<file path="config.mk">
export PLATFORM = sky130hd
export DESIGN_NAME = multichannel_sensor_health_monitor_flat
export DESIGN_NICKNAME = d
export VERILOG_FILES = /design/src/rtl/mshm_pkg.sv /design/src/rtl/mshm_if.sv /design/src/rtl/mshm_cfg.sv /design/src/rtl/mshm_engine.sv /design/src/rtl/multichannel_sensor_health_monitor.sv /design/src/flat_wrapper.sv
export SDC_FILE = /design/constraint.sdc
export NUM_CORES = 1
export LEC_CHECK = 0
export ABC_AREA = 1
export BUFFER_PORTS_ARGS = -buffer_cell sky130_fd_sc_hd__clkbuf_2
export CAP_MARGIN = 20
export CELL_PAD_IN_SITES_DETAIL_PLACEMENT = 2
export CELL_PAD_IN_SITES_GLOBAL_PLACEMENT = 2
export CORE_ASPECT_RATIO = 0.5
export CORE_MARGIN = 2
export CORE_UTILIZATION = 34
export DETAILED_ROUTE_END_ITERATION = 12
export GPL_TIMING_DRIVEN = 0
export PLACE_DENSITY_LB_ADDON = 0.1
export SYNTH_ARGS = -nofsm -noshare
export SYNTH_HDL_FRONTEND = slang
export SYNTH_SLANG_ARGS = --single-unit
</file>
<file path="constraint.sdc">
create_clock -name clk -period 5.4 [get_ports clk]
set_clock_uncertainty 0.2 [all_clocks]
set_input_delay 0 -clock clk [delete_from_list [all_inputs] [get_ports clk]]
set_output_delay 0 -clock clk [all_outputs]
set_load 0.02 [all_outputs]
</file>
<file path="src/rtl/mshm_pkg.sv">
// ----------------------------------------------------------------------------
// mshm_pkg
// Types and constants shared by the sensor health monitor modules.
// ----------------------------------------------------------------------------
package mshm_pkg;

	localparam int MASK_W    = 6;
	localparam int MAX_LANES = 8;
	localparam int CH_W      = 3;
	localparam int ANGLE_W   = 16;
	localparam int RAW_W     = 12;
	localparam int BYTE_W    = 8;
	localparam int CNT_W     = 3;
	localparam int ROUND_W   = 32;

	localparam logic [ANGLE_W-1:0] ANGLE_NONE = 16'hFFFF;
	localparam logic [BYTE_W-1:0]  AGC_NONE   = 8'hFF;
	localparam logic [BYTE_W-1:0]  STREAK_MAX = 8'hFF;
	localparam logic [CNT_W-1:0]   FAIL_MAX   = 3'd7;

	typedef enum logic [1:0] {
		CMD_START = 2'd0,
		CMD_CHAN  = 2'd1,
		CMD_END   = 2'd2,
		CMD_NONE  = 2'd3
	} cmd_t;

	typedef enum logic [1:0] {
		REG_CHANNEL_ENABLE = 2'd0,
		REG_STATUS_DECIM   = 2'd1,
		REG_RECOVER_THR    = 2'd2,
		REG_MUX_RESET_THR  = 2'd3
	} reg_idx_t;

	typedef struct packed {
		logic [1:0]        cmd;
		logic [CH_W-1:0]   channel;
		logic              angle_ok;
		logic [RAW_W-1:0]  angle;
		logic              status_ok;
		logic              magnet_present;
		logic [BYTE_W-1:0] agc_reading;
		logic              recover_ok;
	} item_t;

	typedef struct packed {
		logic               read_status_now;
		logic [CH_W-1:0]    result_channel;
		logic [ANGLE_W-1:0] angle_value;
		logic [BYTE_W-1:0]  agc_value;
		logic               channel_good;
		logic               recover_pending;
		logic [MASK_W-1:0]  good_mask;
		logic [MASK_W-1:0]  comm_fault_mask;
		logic               degraded;
		logic               mux_alarm;
		logic               mux_reset_request;
		logic [ROUND_W-1:0] round_count;
	} result_t;

	typedef struct packed {
		logic [MASK_W-1:0] channel_enable;
		logic [BYTE_W-1:0] status_decimation;
		logic [BYTE_W-1:0] recover_threshold;
		logic [BYTE_W-1:0] mux_reset_threshold;
	} cfg_t;

	typedef struct packed {
		logic              load;
		logic [BYTE_W-1:0] value;
	} cnt_load_t;

endpackage

</file>
<file path="src/rtl/mshm_if.sv">
// ----------------------------------------------------------------------------
// mshm_if
// Valid/ready channels for input items and result items.
// ----------------------------------------------------------------------------
interface mshm_item_if;
	logic        valid;
	logic        ready;
	logic [1:0]  cmd;
	logic [2:0]  channel;
	logic        angle_ok;
	logic [11:0] angle;
	logic        status_ok;
	logic        magnet_present;
	logic [7:0]  agc_reading;
	logic        recover_ok;

	modport source (output valid, cmd, channel, angle_ok, angle, status_ok, magnet_present,
		agc_reading, recover_ok, input ready);
	modport sink (input valid, cmd, channel, angle_ok, angle, status_ok, magnet_present,
		agc_reading, recover_ok, output ready);
endinterface

interface mshm_result_if;
	logic        valid;
	logic        ready;
	logic        read_status_now;
	logic [2:0]  result_channel;
	logic [15:0] angle_value;
	logic [7:0]  agc_value;
	logic        channel_good;
	logic        recover_pending;
	logic [5:0]  good_mask;
	logic [5:0]  comm_fault_mask;
	logic        degraded;
	logic        mux_alarm;
	logic        mux_reset_request;
	logic [31:0] round_count;

	modport source (output valid, read_status_now, result_channel, angle_value, agc_value,
		channel_good, recover_pending, good_mask, comm_fault_mask, degraded, mux_alarm,
		mux_reset_request, round_count, input ready);
	modport sink (input valid, read_status_now, result_channel, angle_value, agc_value,
		channel_good, recover_pending, good_mask, comm_fault_mask, degraded, mux_alarm,
		mux_reset_request, round_count, output ready);
endinterface

</file>
<file path="src/rtl/mshm_cfg.sv">
// ----------------------------------------------------------------------------
// mshm_cfg
// Configuration registers and the decimation counter load request.
// ----------------------------------------------------------------------------
module mshm_cfg
	import mshm_pkg::*;
(
	input  logic              clk,
	input  logic              arst_n,
	input  logic              wr_en,
	input  logic [1:0]        wr_index,
	input  logic [BYTE_W-1:0] wr_data,
	output cfg_t              cfg,
	output cnt_load_t         cnt_load
);

	cfg_t cfg_q;

	always_ff @(posedge clk or negedge arst_n) begin
		if (!arst_n) begin
			cfg_q.channel_enable      <= '0;
			cfg_q.status_decimation   <= 8'd1;
			cfg_q.recover_threshold   <= 8'd3;
			cfg_q.mux_reset_threshold <= 8'd3;
		end else if (wr_en) begin
			case (reg_idx_t'(wr_index))
				REG_CHANNEL_ENABLE: cfg_q.channel_enable      <= wr_data[MASK_W-1:0];
				REG_STATUS_DECIM:   cfg_q.status_decimation   <= wr_data;
				REG_RECOVER_THR:    cfg_q.recover_threshold   <= wr_data;
				REG_MUX_RESET_THR:  cfg_q.mux_reset_threshold <= wr_data;
				default: ;
			endcase
		end
	end

	assign cfg            = cfg_q;
	assign cnt_load.load  = wr_en && (reg_idx_t'(wr_index) == REG_STATUS_DECIM);
	assign cnt_load.value = wr_data - 8'd1;

endmodule

</file>
<file path="src/rtl/mshm_engine.sv">
// ----------------------------------------------------------------------------
// mshm_engine
// Round and per-channel health state with the single-pass update logic.
// ----------------------------------------------------------------------------
module mshm_engine
	import mshm_pkg::*;
#(
	parameter int CHANNELS = 6
) (
	input  logic      clk,
	input  logic      arst_n,
	input  logic      fire,
	input  item_t     item,
	input  cfg_t      cfg,
	input  cnt_load_t cnt_load,
	output result_t   res
);

	localparam logic [MASK_W-1:0] LANE_MASK = MASK_W'((1 << CHANNELS) - 1);

	logic [ANGLE_W-1:0] angle_q [CHANNELS];
	logic [BYTE_W-1:0]  agc_q [CHANNELS];
	logic [BYTE_W-1:0]  streak_q [CHANNELS];
	logic [ANGLE_W-1:0] angle_n [CHANNELS];
	logic [BYTE_W-1:0]  agc_n [CHANNELS];
	logic [BYTE_W-1:0]  streak_n [CHANNELS];

	logic [BYTE_W-1:0]  cnt_q, cnt_n;
	logic               sr_q, sr_n;
	logic [MASK_W-1:0]  magnet_q, magnet_n;
	logic [MASK_W-1:0]  good_q, good_n;
	logic [MASK_W-1:0]  faults_q, faults_n;
	logic [CNT_W-1:0]   fc_q, fc_n;
	logic               deg_q, deg_n;
	logic               rec_q, rec_n;
	logic [BYTE_W-1:0]  ffr_q, ffr_n;
	logic [ROUND_W-1:0] rounds_q, rounds_n;

	logic [MASK_W-1:0]    en, chbit;
	logic [MAX_LANES-1:0] en_wide;
	logic                 in_range, hit;
	logic [ANGLE_W-1:0]   cur_angle, na;
	logic [BYTE_W-1:0]    cur_agc, ng, cur_streak, ns, cnt_inc, ffr_inc;
	logic [CNT_W-1:0]     pop, fc_sat;

	always_comb begin
		en       = cfg.channel_enable & LANE_MASK;
		en_wide  = MAX_LANES'(en);
		chbit    = MASK_W'(MAX_LANES'(1) << item.channel);
		in_range = {1'b0, item.channel} < (CH_W+1)'(CHANNELS);
		hit      = in_range && en_wide[item.channel];

		cur_angle  = ANGLE_NONE;
		cur_agc    = AGC_NONE;
		cur_streak = '0;
		for (int i = 0; i < CHANNELS; i++) begin
			if (item.channel == CH_W'(i)) begin
				cur_angle  = angle_q[i];
				cur_agc    = agc_q[i];
				cur_streak = streak_q[i];
			end
		end

		pop = '0;
		for (int j = 0; j < MASK_W; j++) begin
			pop = pop + CNT_W'(en[j]);
		end

		cnt_inc = cnt_q + 8'd1;
		ffr_inc = ffr_q + 8'd1;
		fc_sat  = (fc_q == FAIL_MAX) ? fc_q : fc_q + 3'd1;

		angle_n  = angle_q;
		agc_n    = agc_q;
		streak_n = streak_q;
		cnt_n    = cnt_q;
		sr_n     = sr_q;
		magnet_n = magnet_q;
		good_n   = good_q;
		faults_n = faults_q;
		fc_n     = fc_q;
		deg_n    = deg_q;
		rec_n    = rec_q;
		ffr_n    = ffr_q;
		rounds_n = rounds_q;
		na       = cur_angle;
		ng       = cur_agc;
		ns       = cur_streak;
		res      = '0;

		case (cmd_t'(item.cmd))
			CMD_START: begin
				if (cnt_inc >= cfg.status_decimation) begin
					cnt_n = '0;
					sr_n  = 1'b1;
				end else begin
					cnt_n = cnt_inc;
					sr_n  = 1'b0;
				end
				good_n   = '0;
				faults_n = '0;
				fc_n     = '0;
				deg_n    = 1'b0;
				rec_n    = 1'b0;
				for (int i = 0; i < CHANNELS; i++) begin
					if (!en_wide[i]) begin
						angle_n[i]  = ANGLE_NONE;
						agc_n[i]    = AGC_NONE;
						streak_n[i] = '0;
					end
				end
				res.read_status_now = sr_n;
				res.round_count     = rounds_q;
			end
			CMD_CHAN: begin
				if (hit) begin
					if (!item.angle_ok) begin
						faults_n = faults_q | chbit;
						deg_n    = 1'b1;
						ng       = '0;
						ns       = (cur_streak == STREAK_MAX) ? cur_streak : cur_streak + 8'd1;
						fc_n     = fc_sat;
						if (ns >= cfg.recover_threshold) begin
							rec_n = 1'b1;
						end
					end else begin
						na = ANGLE_W'(item.angle);
						ns = '0;
						if (sr_q && !item.status_ok) begin
							faults_n = faults_q | chbit;
							deg_n    = 1'b1;
							ng       = '0;
							ns       = 8'd1;
							fc_n     = fc_sat;
						end else begin
							if (sr_q) begin
								ng       = item.agc_reading;
								magnet_n = item.magnet_present ? (magnet_q | chbit)
								                               : (magnet_q & ~chbit);
							end
							if ((magnet_n & chbit) != '0) begin
								good_n = good_q | chbit;
							end else begin
								deg_n = 1'b1;
							end
						end
					end
					for (int i = 0; i < CHANNELS; i++) begin
						if (item.channel == CH_W'(i)) begin
							angle_n[i]  = na;
							agc_n[i]    = ng;
							streak_n[i] = ns;
						end
					end
				end
				res.result_channel  = item.channel;
				res.angle_value     = na;
				res.agc_value       = ng;
				res.channel_good    = in_range && ((good_n & chbit) != '0);
				res.recover_pending = rec_n;
				res.comm_fault_mask = faults_n;
				res.round_count     = rounds_q;
			end
			CMD_END: begin
				if (rec_q) begin
					res.mux_alarm = !item.recover_ok;
					for (int i = 0; i < CHANNELS; i++) begin
						streak_n[i] = '0;
					end
				end
				if ((en != '0) && (fc_q == pop)) begin
					ffr_n = ffr_inc;
					if (ffr_inc >= cfg.mux_reset_threshold) begin
						res.mux_reset_request = 1'b1;
						res.mux_alarm         = 1'b1;
						ffr_n                 = '0;
					end
				end else begin
					ffr_n = '0;
				end
				rounds_n            = rounds_q + 32'd1;
				res.recover_pending = rec_q;
				res.good_mask       = good_q;
				res.comm_fault_mask = faults_q;
				res.degraded        = deg_q || ((good_q & en) != en);
				res.round_count     = rounds_n;
			end
			default: ;
		endcase
	end

	always_ff @(posedge clk or negedge arst_n) begin
		if (!arst_n) begin
			for (int i = 0; i < CHANNELS; i++) begin
				angle_q[i]  <= ANGLE_NONE;
				agc_q[i]    <= AGC_NONE;
				streak_q[i] <= '0;
			end
			cnt_q    <= '0;
			sr_q     <= 1'b0;
			magnet_q <= '0;
			good_q   <= '0;
			faults_q <= '0;
			fc_q     <= '0;
			deg_q    <= 1'b0;
			rec_q    <= 1'b0;
			ffr_q    <= '0;
			rounds_q <= '0;
		end else begin
			if (cnt_load.load) begin
				cnt_q <= cnt_load.value;
			end else if (fire) begin
				cnt_q <= cnt_n;
			end
			if (fire) begin
				angle_q  <= angle_n;
				agc_q    <= agc_n;
				streak_q <= streak_n;
				sr_q     <= sr_n;
				magnet_q <= magnet_n;
				good_q   <= good_n;
				faults_q <= faults_n;
				fc_q     <= fc_n;
				deg_q    <= deg_n;
				rec_q    <= rec_n;
				ffr_q    <= ffr_n;
				rounds_q <= rounds_n;
			end
		end
	end

endmodule

</file>
<file path="src/rtl/multichannel_sensor_health_monitor.sv">
// ----------------------------------------------------------------------------
// multichannel_sensor_health_monitor
// Tracks scan rounds over multiplexed angle-sensor channels and reports health.
// ----------------------------------------------------------------------------
// An accepted item is held in the input register; its result is then taken
// into the result register when the output side can advance.
// Throughput: one item per cycle unless the result side stalls; the input register
// and result register let a new item enter while a finished result waits to be taken.
// Reset: arst_n clears control state, configuration and all channel stores.
module multichannel_sensor_health_monitor
	import mshm_pkg::*;
#(
	parameter int CHANNELS = 6
) (
	input  logic                clk,
	input  logic                arst_n,
	mshm_item_if.sink           item,
	mshm_result_if.source       result,
	input  logic                wr_en,
	input  logic [1:0]          wr_index,
	input  logic [BYTE_W-1:0]   wr_data
);

	cfg_t      cfg;
	cnt_load_t cnt_load;
	item_t     item_s1;
	logic      valid_s1;
	result_t   res;
	result_t   res_s2;
	logic      valid_s2;
	logic      advance;

	assign advance    = !valid_s2 || result.ready;
	assign item.ready = !valid_s1 || advance;

	always_ff @(posedge clk or negedge arst_n) begin
		if (!arst_n) begin
			valid_s1 <= 1'b0;
			valid_s2 <= 1'b0;
		end else begin
			if (item.ready) begin
				valid_s1 <= item.valid;
			end
			if (advance) begin
				valid_s2 <= valid_s1 && (cmd_t'(item_s1.cmd) != CMD_NONE);
			end
		end
	end

	always_ff @(posedge clk) begin
		if (item.valid && item.ready) begin
			item_s1.cmd            <= item.cmd;
			item_s1.channel        <= item.channel;
			item_s1.angle_ok       <= item.angle_ok;
			item_s1.angle          <= item.angle;
			item_s1.status_ok      <= item.status_ok;
			item_s1.magnet_present <= item.magnet_present;
			item_s1.agc_reading    <= item.agc_reading;
			item_s1.recover_ok     <= item.recover_ok;
		end
		if (advance && valid_s1) begin
			res_s2 <= res;
		end
	end

	mshm_cfg u_cfg (
		.clk      (clk),
		.arst_n   (arst_n),
		.wr_en    (wr_en),
		.wr_index (wr_index),
		.wr_data  (wr_data),
		.cfg      (cfg),
		.cnt_load (cnt_load)
	);

	mshm_engine #(
		.CHANNELS (CHANNELS)
	) u_engine (
		.clk      (clk),
		.arst_n   (arst_n),
		.fire     (valid_s1 && advance),
		.item     (item_s1),
		.cfg      (cfg),
		.cnt_load (cnt_load),
		.res      (res)
	);

	assign result.valid             = valid_s2;
	assign result.read_status_now   = res_s2.read_status_now;
	assign result.result_channel    = res_s2.result_channel;
	assign result.angle_value       = res_s2.angle_value;
	assign result.agc_value         = res_s2.agc_value;
	assign result.channel_good      = res_s2.channel_good;
	assign result.recover_pending   = res_s2.recover_pending;
	assign result.good_mask         = res_s2.good_mask;
	assign result.comm_fault_mask   = res_s2.comm_fault_mask;
	assign result.degraded          = res_s2.degraded;
	assign result.mux_alarm         = res_s2.mux_alarm;
	assign result.mux_reset_request = res_s2.mux_reset_request;
	assign result.round_count       = res_s2.round_count;

endmodule

</file>
<file path="src/flat_wrapper.sv">
// flat-port wrapper written by rule: the top's interface ports become plain ports
module multichannel_sensor_health_monitor_flat import mshm_pkg::*;
#(
	parameter int CHANNELS = 6
)
  (clk, arst_n, wr_en, wr_index, wr_data, item_valid, item_cmd, item_channel, item_angle_ok, item_angle, item_status_ok, item_magnet_present, item_agc_reading, item_recover_ok, item_ready, result_valid, result_read_status_now, result_result_channel, result_angle_value, result_agc_value, result_channel_good, result_recover_pending, result_good_mask, result_comm_fault_mask, result_degraded, result_mux_alarm, result_mux_reset_request, result_round_count, result_ready);
  mshm_item_if item_i ();
  mshm_result_if result_i ();
  input  logic clk;
  input  logic arst_n;
  input  logic wr_en;
  input  logic [1:0] wr_index;
  input  logic [BYTE_W-1:0] wr_data;
  input wire logic [$bits(item_i.valid)-1:0] item_valid;
  input wire logic [$bits(item_i.cmd)-1:0] item_cmd;
  input wire logic [$bits(item_i.channel)-1:0] item_channel;
  input wire logic [$bits(item_i.angle_ok)-1:0] item_angle_ok;
  input wire logic [$bits(item_i.angle)-1:0] item_angle;
  input wire logic [$bits(item_i.status_ok)-1:0] item_status_ok;
  input wire logic [$bits(item_i.magnet_present)-1:0] item_magnet_present;
  input wire logic [$bits(item_i.agc_reading)-1:0] item_agc_reading;
  input wire logic [$bits(item_i.recover_ok)-1:0] item_recover_ok;
  output wire logic [$bits(item_i.ready)-1:0] item_ready;
  output wire logic [$bits(result_i.valid)-1:0] result_valid;
  output wire logic [$bits(result_i.read_status_now)-1:0] result_read_status_now;
  output wire logic [$bits(result_i.result_channel)-1:0] result_result_channel;
  output wire logic [$bits(result_i.angle_value)-1:0] result_angle_value;
  output wire logic [$bits(result_i.agc_value)-1:0] result_agc_value;
  output wire logic [$bits(result_i.channel_good)-1:0] result_channel_good;
  output wire logic [$bits(result_i.recover_pending)-1:0] result_recover_pending;
  output wire logic [$bits(result_i.good_mask)-1:0] result_good_mask;
  output wire logic [$bits(result_i.comm_fault_mask)-1:0] result_comm_fault_mask;
  output wire logic [$bits(result_i.degraded)-1:0] result_degraded;
  output wire logic [$bits(result_i.mux_alarm)-1:0] result_mux_alarm;
  output wire logic [$bits(result_i.mux_reset_request)-1:0] result_mux_reset_request;
  output wire logic [$bits(result_i.round_count)-1:0] result_round_count;
  input wire logic [$bits(result_i.ready)-1:0] result_ready;
  assign item_i.valid = item_valid;
  assign item_i.cmd = item_cmd;
  assign item_i.channel = item_channel;
  assign item_i.angle_ok = item_angle_ok;
  assign item_i.angle = item_angle;
  assign item_i.status_ok = item_status_ok;
  assign item_i.magnet_present = item_magnet_present;
  assign item_i.agc_reading = item_agc_reading;
  assign item_i.recover_ok = item_recover_ok;
  assign item_ready = item_i.ready;
  assign result_valid = result_i.valid;
  assign result_read_status_now = result_i.read_status_now;
  assign result_result_channel = result_i.result_channel;
  assign result_angle_value = result_i.angle_value;
  assign result_agc_value = result_i.agc_value;
  assign result_channel_good = result_i.channel_good;
  assign result_recover_pending = result_i.recover_pending;
  assign result_good_mask = result_i.good_mask;
  assign result_comm_fault_mask = result_i.comm_fault_mask;
  assign result_degraded = result_i.degraded;
  assign result_mux_alarm = result_i.mux_alarm;
  assign result_mux_reset_request = result_i.mux_reset_request;
  assign result_round_count = result_i.round_count;
  assign result_i.ready = result_ready;
  multichannel_sensor_health_monitor #(.CHANNELS(CHANNELS)) u_core (.clk(clk), .arst_n(arst_n), .item(item_i), .result(result_i), .wr_en(wr_en), .wr_index(wr_index), .wr_data(wr_data));
endmodule
</file>
Yosys cells after proc, flatten, opt, wreduce, memory -nomap -nowiden
Index checks and enable logic that the tools add are counted.
{"block": "classes", "addsub": 11, "multipliers": 0, "div": 0, "magnitude_cmp": 5, "eq_ne": 31, "shifts": 1, "muxes": 115, "bitwise_logic": 9, "n_reduce_logical": 50}
{"cell": "$mux W8", "count": 48}
{"cell": "$mux W16", "count": 20}
{"cell": "$pmux W96 S2", "count": 1}
{"cell": "$mux W48", "count": 3}
{"cell": "$pmux W48 S3", "count": 1}
{"cell": "$mux W96", "count": 1}
{"cell": "$pmux W48 S2", "count": 1}
{"cell": "$mux W6", "count": 14}
{"cell": "$pmux W32 S2", "count": 1}
{"cell": "$pmux W6 S2", "count": 3}
{"cell": "$reduce_and A6 Y1", "count": 6}
{"cell": "$reduce_and A5 Y1", "count": 7}
{"cell": "$add A32 B1 Y32 const B", "count": 1}
{"cell": "$ne A2 B2 Y1 const B", "count": 15}
{"cell": "$add A8 B1 Y8 const B", "count": 3}
{"cell": "$and A6 B6 Y6", "count": 4}
{"cell": "$ge A8 B8 Y1", "count": 3}
{"cell": "$or A6 B6 Y6", "count": 3}
{"cell": "$reduce_and A2 Y1", "count": 9}
{"cell": "$reduce_bool A6 Y1", "count": 3}
{"cell": "$mux W3", "count": 4}
{"cell": "$mux W1", "count": 11}
{"cell": "$add A3 B1 Y3", "count": 3}
{"cell": "$eq A3 B3 Y1 const B", "count": 3}
{"cell": "31 further kinds", "count": 54}
{"block": "totals", "regBits": 402, "latchBits": 0, "mem_bits_rw": 0, "rom_bits": 0, "in_bits": 44, "out_inout_bits": 79, "elab_cells": 276, "n_memories": 0}

Logic depth before layout (Yosys ltp)
{"block": "depth", "word_depth": 19, "depth_mapped": 25, "mapped_depth_nobuf": 24}

Modules after synthesis
A second synthesis with hierarchy kept.
{"block": "hier_totals", "cells_unflattened": 2376, "area_unflattened_um2": 20654.8}
{"module": "mshm_engine", "instances": 1, "cells_per_inst": 2120, "area_per_inst_um2": 16036.6, "seq_area_each_um2": 6786.5}
{"module": "multichannel_sensor_health_monitor", "instances": 1, "cells_per_inst": 119, "area_per_inst_um2": 3284.4, "seq_area_each_um2": 3233.1}
{"module": "mshm_cfg", "instances": 1, "cells_per_inst": 137, "area_per_inst_um2": 1333.8, "seq_area_each_um2": 757.0}

Worst setup path before layout
OpenSTA, ideal clock, no wires.
{"block": "synth_timing", "path_type": "reg2reg", "from": "reg u_core.valid_s2 (netlist: u_core.result.valid)", "to": "reg u_core.u_engine.angle_q[17] (netlist name)", "setup_ps": 76, "arrival_time_ps": 5682, "t_required_ps": 5124, "path_slack_ps": -559, "stages_incl_launch_ff": 12, "path_buffers": 1, "synth_period_minus_slack_ps": 5959, "path_cell_list": "dfrtp_1 inv_1 nor2_1 nor2_1 inv_1 nor2_1 nand2_4 nor2_4 inv_2 buf_2 nand2_1 nand2_1"}
{"block": "synth_between", "elab_chain_cells": 4}
{"element": "start, declared", "line_no": "multichannel_sensor_health_monitor.sv:30", "rtl": "logic valid_s2;"}
{"element": "start signal, assigned", "line_no": "multichannel_sensor_health_monitor.sv:45", "rtl": "valid_s2 <= valid_s1 && (cmd_t'(item_s1.cmd) != CMD_NONE);"}
{"element": "$logic_not A1 Y1", "line_no": "multichannel_sensor_health_monitor.sv:33", "rtl": "assign advance = !valid_s2 || result.ready;"}
{"element": "$logic_or A1 B1 Y1", "line_no": "multichannel_sensor_health_monitor.sv:33"}
{"element": "$logic_and A1 B1 Y1", "line_no": "multichannel_sensor_health_monitor.sv:81", "rtl": ".fire (valid_s1 && advance),"}
{"element": "net u_core.u_engine.fire", "line_no": "mshm_engine.sv:12", "rtl": "input logic fire,"}
{"element": "$reduce_and A5 Y1 (no source line)"}
{"element": "end signal, assigned", "line_no": "mshm_engine.sv:216", "rtl": "angle_q <= angle_n;"}
{"element": "end, declared", "line_no": "mshm_engine.sv:21", "rtl": "logic [ANGLE_W-1:0] angle_q [CHANNELS];"}
The timed path passes the listed nets, and every way through them passes these cells.
A chain may end at the register's enable or synchronous reset.

==> run summary <==
status = complete, no violations
Starting Density = 34.22%
ys flop type = dfstp_2
DR vias = 17830
CP max stage delay = 0.55 ns
Clk Latency, worst-skew pair = 0.59 ns
DRC = 0
fin area = 0.02424 mm^2
clk buf depth = 3
dpl cell area = 0.02187 mm^2
Final Hold Vio Count = 0
Mapped Cells = 2364
number of vias per cell = 5.191
slowest CP cell = edfxtp_1
Placer Congestion = 0.8467
DP HPWL = 53730 um
slew of the pin with the lowest slew margin = 1.078 ns
Slew Limit Headroom = 27.59%
fin crit period = 4.869 ns
# rows = 63
Slew Viols, Final = 0
Die Area = 0.06143 mm^2
largest net degree at the start of global routing = 104
crit path cell chain = nor2_4 > nand2_2 > inv_1 > a21oi_1 > nand3_1 > nand2_1 > inv_1 > ha_1 > nand2_1 > nor2_4 > nand3b_1 > and2_4 > buf_6 > ha_1 > a21oi_1 > o21ai_0 > nand2_1 > o2111ai_1 > a31o_2 > nand2_1 > a21boi_0
Die W = 348.5 um
synth warn = 0
critical path fanouts, max = 8
num ports = 123
Cell variety after synth = 56
Post-Syn Nets = 2448
Seq cells post-synth = 402
1st-iter DRT viols = 945
Peak VDD IR = 0.0002168 V
Internal Power = 0.007086 W
type of origin of the critical path = register
PwrDens = 443.7 mW/mm^2
final wirelength = 76840 um
CP required = 5.54 ns
Fill cells = 6664
clock transition at the registers of the reported paths = 0.07 ns
Area Overhead vs Synth = 20.16%
global route overflow = 0
initial antenna violation count = 0
sw frac = 34.13%
Die H = 176.3 um
TritonCTS clock tree = done
Synth Cell Area = 0.02018 mm^2
Total Routing Usage GR = 25.44%
Gate power share = 24.5%
Routed Antenna Nets = 0
max cap viols = 0
critical path arrival = 5.01 ns
clock network fraction of design power = 30.4%
final setup margin = 0.5309 ns
WL per Instance = 22.37 um
Final Non-Filler Cells = 3435
Num CTS Buffers = 43
Reg power frac = 45.0%
Max Fclk = 0.2054 GHz
Placed Cells = 3270
RSZ-0062 raised after global routing = false
Core Area = 0.05896 mm^2
vias in the first global route = 19817
Async S/R FF share, synth = 73.63%
critical path class = register to register
Synth Area per Inst = 8.535 um^2
Finish-stage setup viols = 0
Min Hold Slack = 0.1466 ns
Resized cells post-CTS = 0
Post-synth EDFFs = 106
leakage power = 11.16 nW
Seq/Total Area, Yosys = 53.41%
Setup crit end kind = register
H-tree Lvls = 2
port bufs = 122
Setup TNS = 0 ns
layout net count = 2705
layout cells sized above 1 = 18.46%
HP Class = primary input to async pin
Clock Sinks = 402
first-pass GRT wire length = 119100 um
period utilization = 90.17%
commonest non-fill, non-tap cells in the layout = nand2_1, inv_1, dfstp_2
clk root buf = clkbuf_16
Crit path top cell by count = nand2_1
commonest non-fill, non-tap cell in the layout = nand2_1
Pre-antenna DRT Iters = 8
pre-CTS setup slack = 0.3228 ns
P_sw = 0.003671 W
Yosys cell counts, types with 3 or more instances:
master / n / area (um^2)
a32o_1: 5 / 50.05
nor3_1: 34 / 170.2
inv_1: 227 / 852.1
nand3_1: 125 / 625.6
buf_6: 8 / 90.09
nor2_2: 9 / 56.30
nor2_1: 99 / 371.6
or2_0: 3 / 18.77
o32ai_1: 8 / 70.07
xnor2_1: 4 / 35.03
o21ai_1: 18 / 90.09
clkbuf_1: 41 / 153.9
o211ai_1: 7 / 52.55
o221ai_1: 12 / 105.1
nand3b_1: 5 / 37.54
a21oi_1: 79 / 395.4
nand2_2: 8 / 50.05
o21a_1: 3 / 22.52
dfrtp_1: 147 / 3679
edfxtp_1: 106 / 3183
buf_4: 4 / 30.03
o2111ai_1: 9 / 78.83
nand2_4: 5 / 56.30
o22ai_1: 38 / 237.7
nand4_1: 35 / 219.0
buf_2: 33 / 165.2
dfstp_2: 149 / 3915
fa_1: 3 / 60.06
nor4_1: 4 / 25.02
or2_2: 25 / 156.4
nor2_4: 13 / 146.4
or2_1: 6 / 37.54
inv_2: 14 / 52.55
xor2_1: 29 / 254.0
nand3_2: 9 / 90.09
a21o_1: 5 / 37.54
o21ai_0: 148 / 740.7
nand2_1: 822 / 3085
buf_1: 4 / 15.01
clkinv_1: 3 / 11.26
ha_1: 37 / 462.9
layout make-up:
type	instances	area, um^2	area share (%)
flip-flops and latches	402	10780	44.45
multi-input cells	1626	8025	33.10
repair buffers	212	1587	6.544
clock buffers	56	1196	4.934
well taps	780	975.9	4.025
inverters	246	928.4	3.829
plain buffers	90	454.2	1.873
clock inverters	22	299.0	1.233
diodes	1	2.502	0.01032
power groups by stage:
stage	Sequential [W]	Clock [W]	Combinational [W]
floorplan	0.00483	0	0.00160
global placement	0.00485	0	0.00241
detailed placement	0.00488	0	0.00257
CTS	0.00484	0.00334	0.00265
global route	0.00496	0.00347	0.00299
finish	0.00484	0.00327	0.00264
through the flow:
stage	power, W	util (%)
detailed placement	0.007449	37.10
global placement	0.007261	36.92
floorplan	0.006429	-
finish	0.01076	41.12
global route	0.01142	41.11
CTS	0.01084	41.06
logic make-up after synthesis:
family,share of synthesized area (%)
AND/OR/NAND/NOR,25.85
flip-flops,53.41
AO/OA/AOI/OAI,9.860
buffers and inverters,6.852
adder cells (fa/ha/maj),2.592
XOR/XNOR,1.432
worst paths after layout:
path,from,endpoint,slack (ns),cells after the start
worst max-delay path,u_core.item_s1[25],u_core.result.recover_pending,0.53,21
worst min-delay path,arst_n,u_core.u_engine.agc_q[13],0.15,2
worst max register to register,u_core.item_s1[25],u_core.result.recover_pending,0.53,21
worst min register to register,u_core.u_engine.agc_q[1],u_core.u_engine.agc_q[1],0.27,2
max in group asynchronous,arst_n,u_core.u_engine.streak_q[5],3.74,4
min in group clk,wr_data[7],u_core.u_cfg.cfg[23],0.16,4
flip-flops by register name (all words and copies together) (netlist names), 6 cells and up:
register                       count
u_core.u_engine.angle_q           96
u_core.result.good_mask            6
u_core.u_engine.agc_q             48
u_core.result.comm_fault_mask      6
u_core.u_cfg.cfg                  30
u_core.u_engine.faults_q           6
u_core.u_engine.cnt_q              8
u_core.result.round_count         32
u_core.result.angle_value         16
u_core.u_engine.ffr_q              8
u_core.u_engine.magnet_q           6
u_core.item_s1                    29
u_core.u_engine.good_q             6
u_core.result.agc_value            8
u_core.u_engine.rounds_q          32
u_core.u_engine.streak_q          48
timing repair:
action	4_1_cts	5_1_grt
endpoints found under the setup margin	0	2
setup buffers	0	3
hold buffers	82	0
endpoints found under the hold margin	187	0
metal layers:
metal	global-route usage, %	part of all wire [%]	up-vias
li1	-	-	8256
met5	0	0	-
met4	6.160	2.3	0
met3	3.803	3.3	100
met2	43.73	48	220
met1	33.84	46	9254
worst max-delay path, delay by kind of cell (launching register included):
kind,cells,cell delay [ns]
buf+inv,3,0.62
simple gates,10,1.53
compound gates,6,1.20
flops,1,0.55
fa+ha+maj,2,0.52
Note: power is estimated with default switching activity, not from simulation.
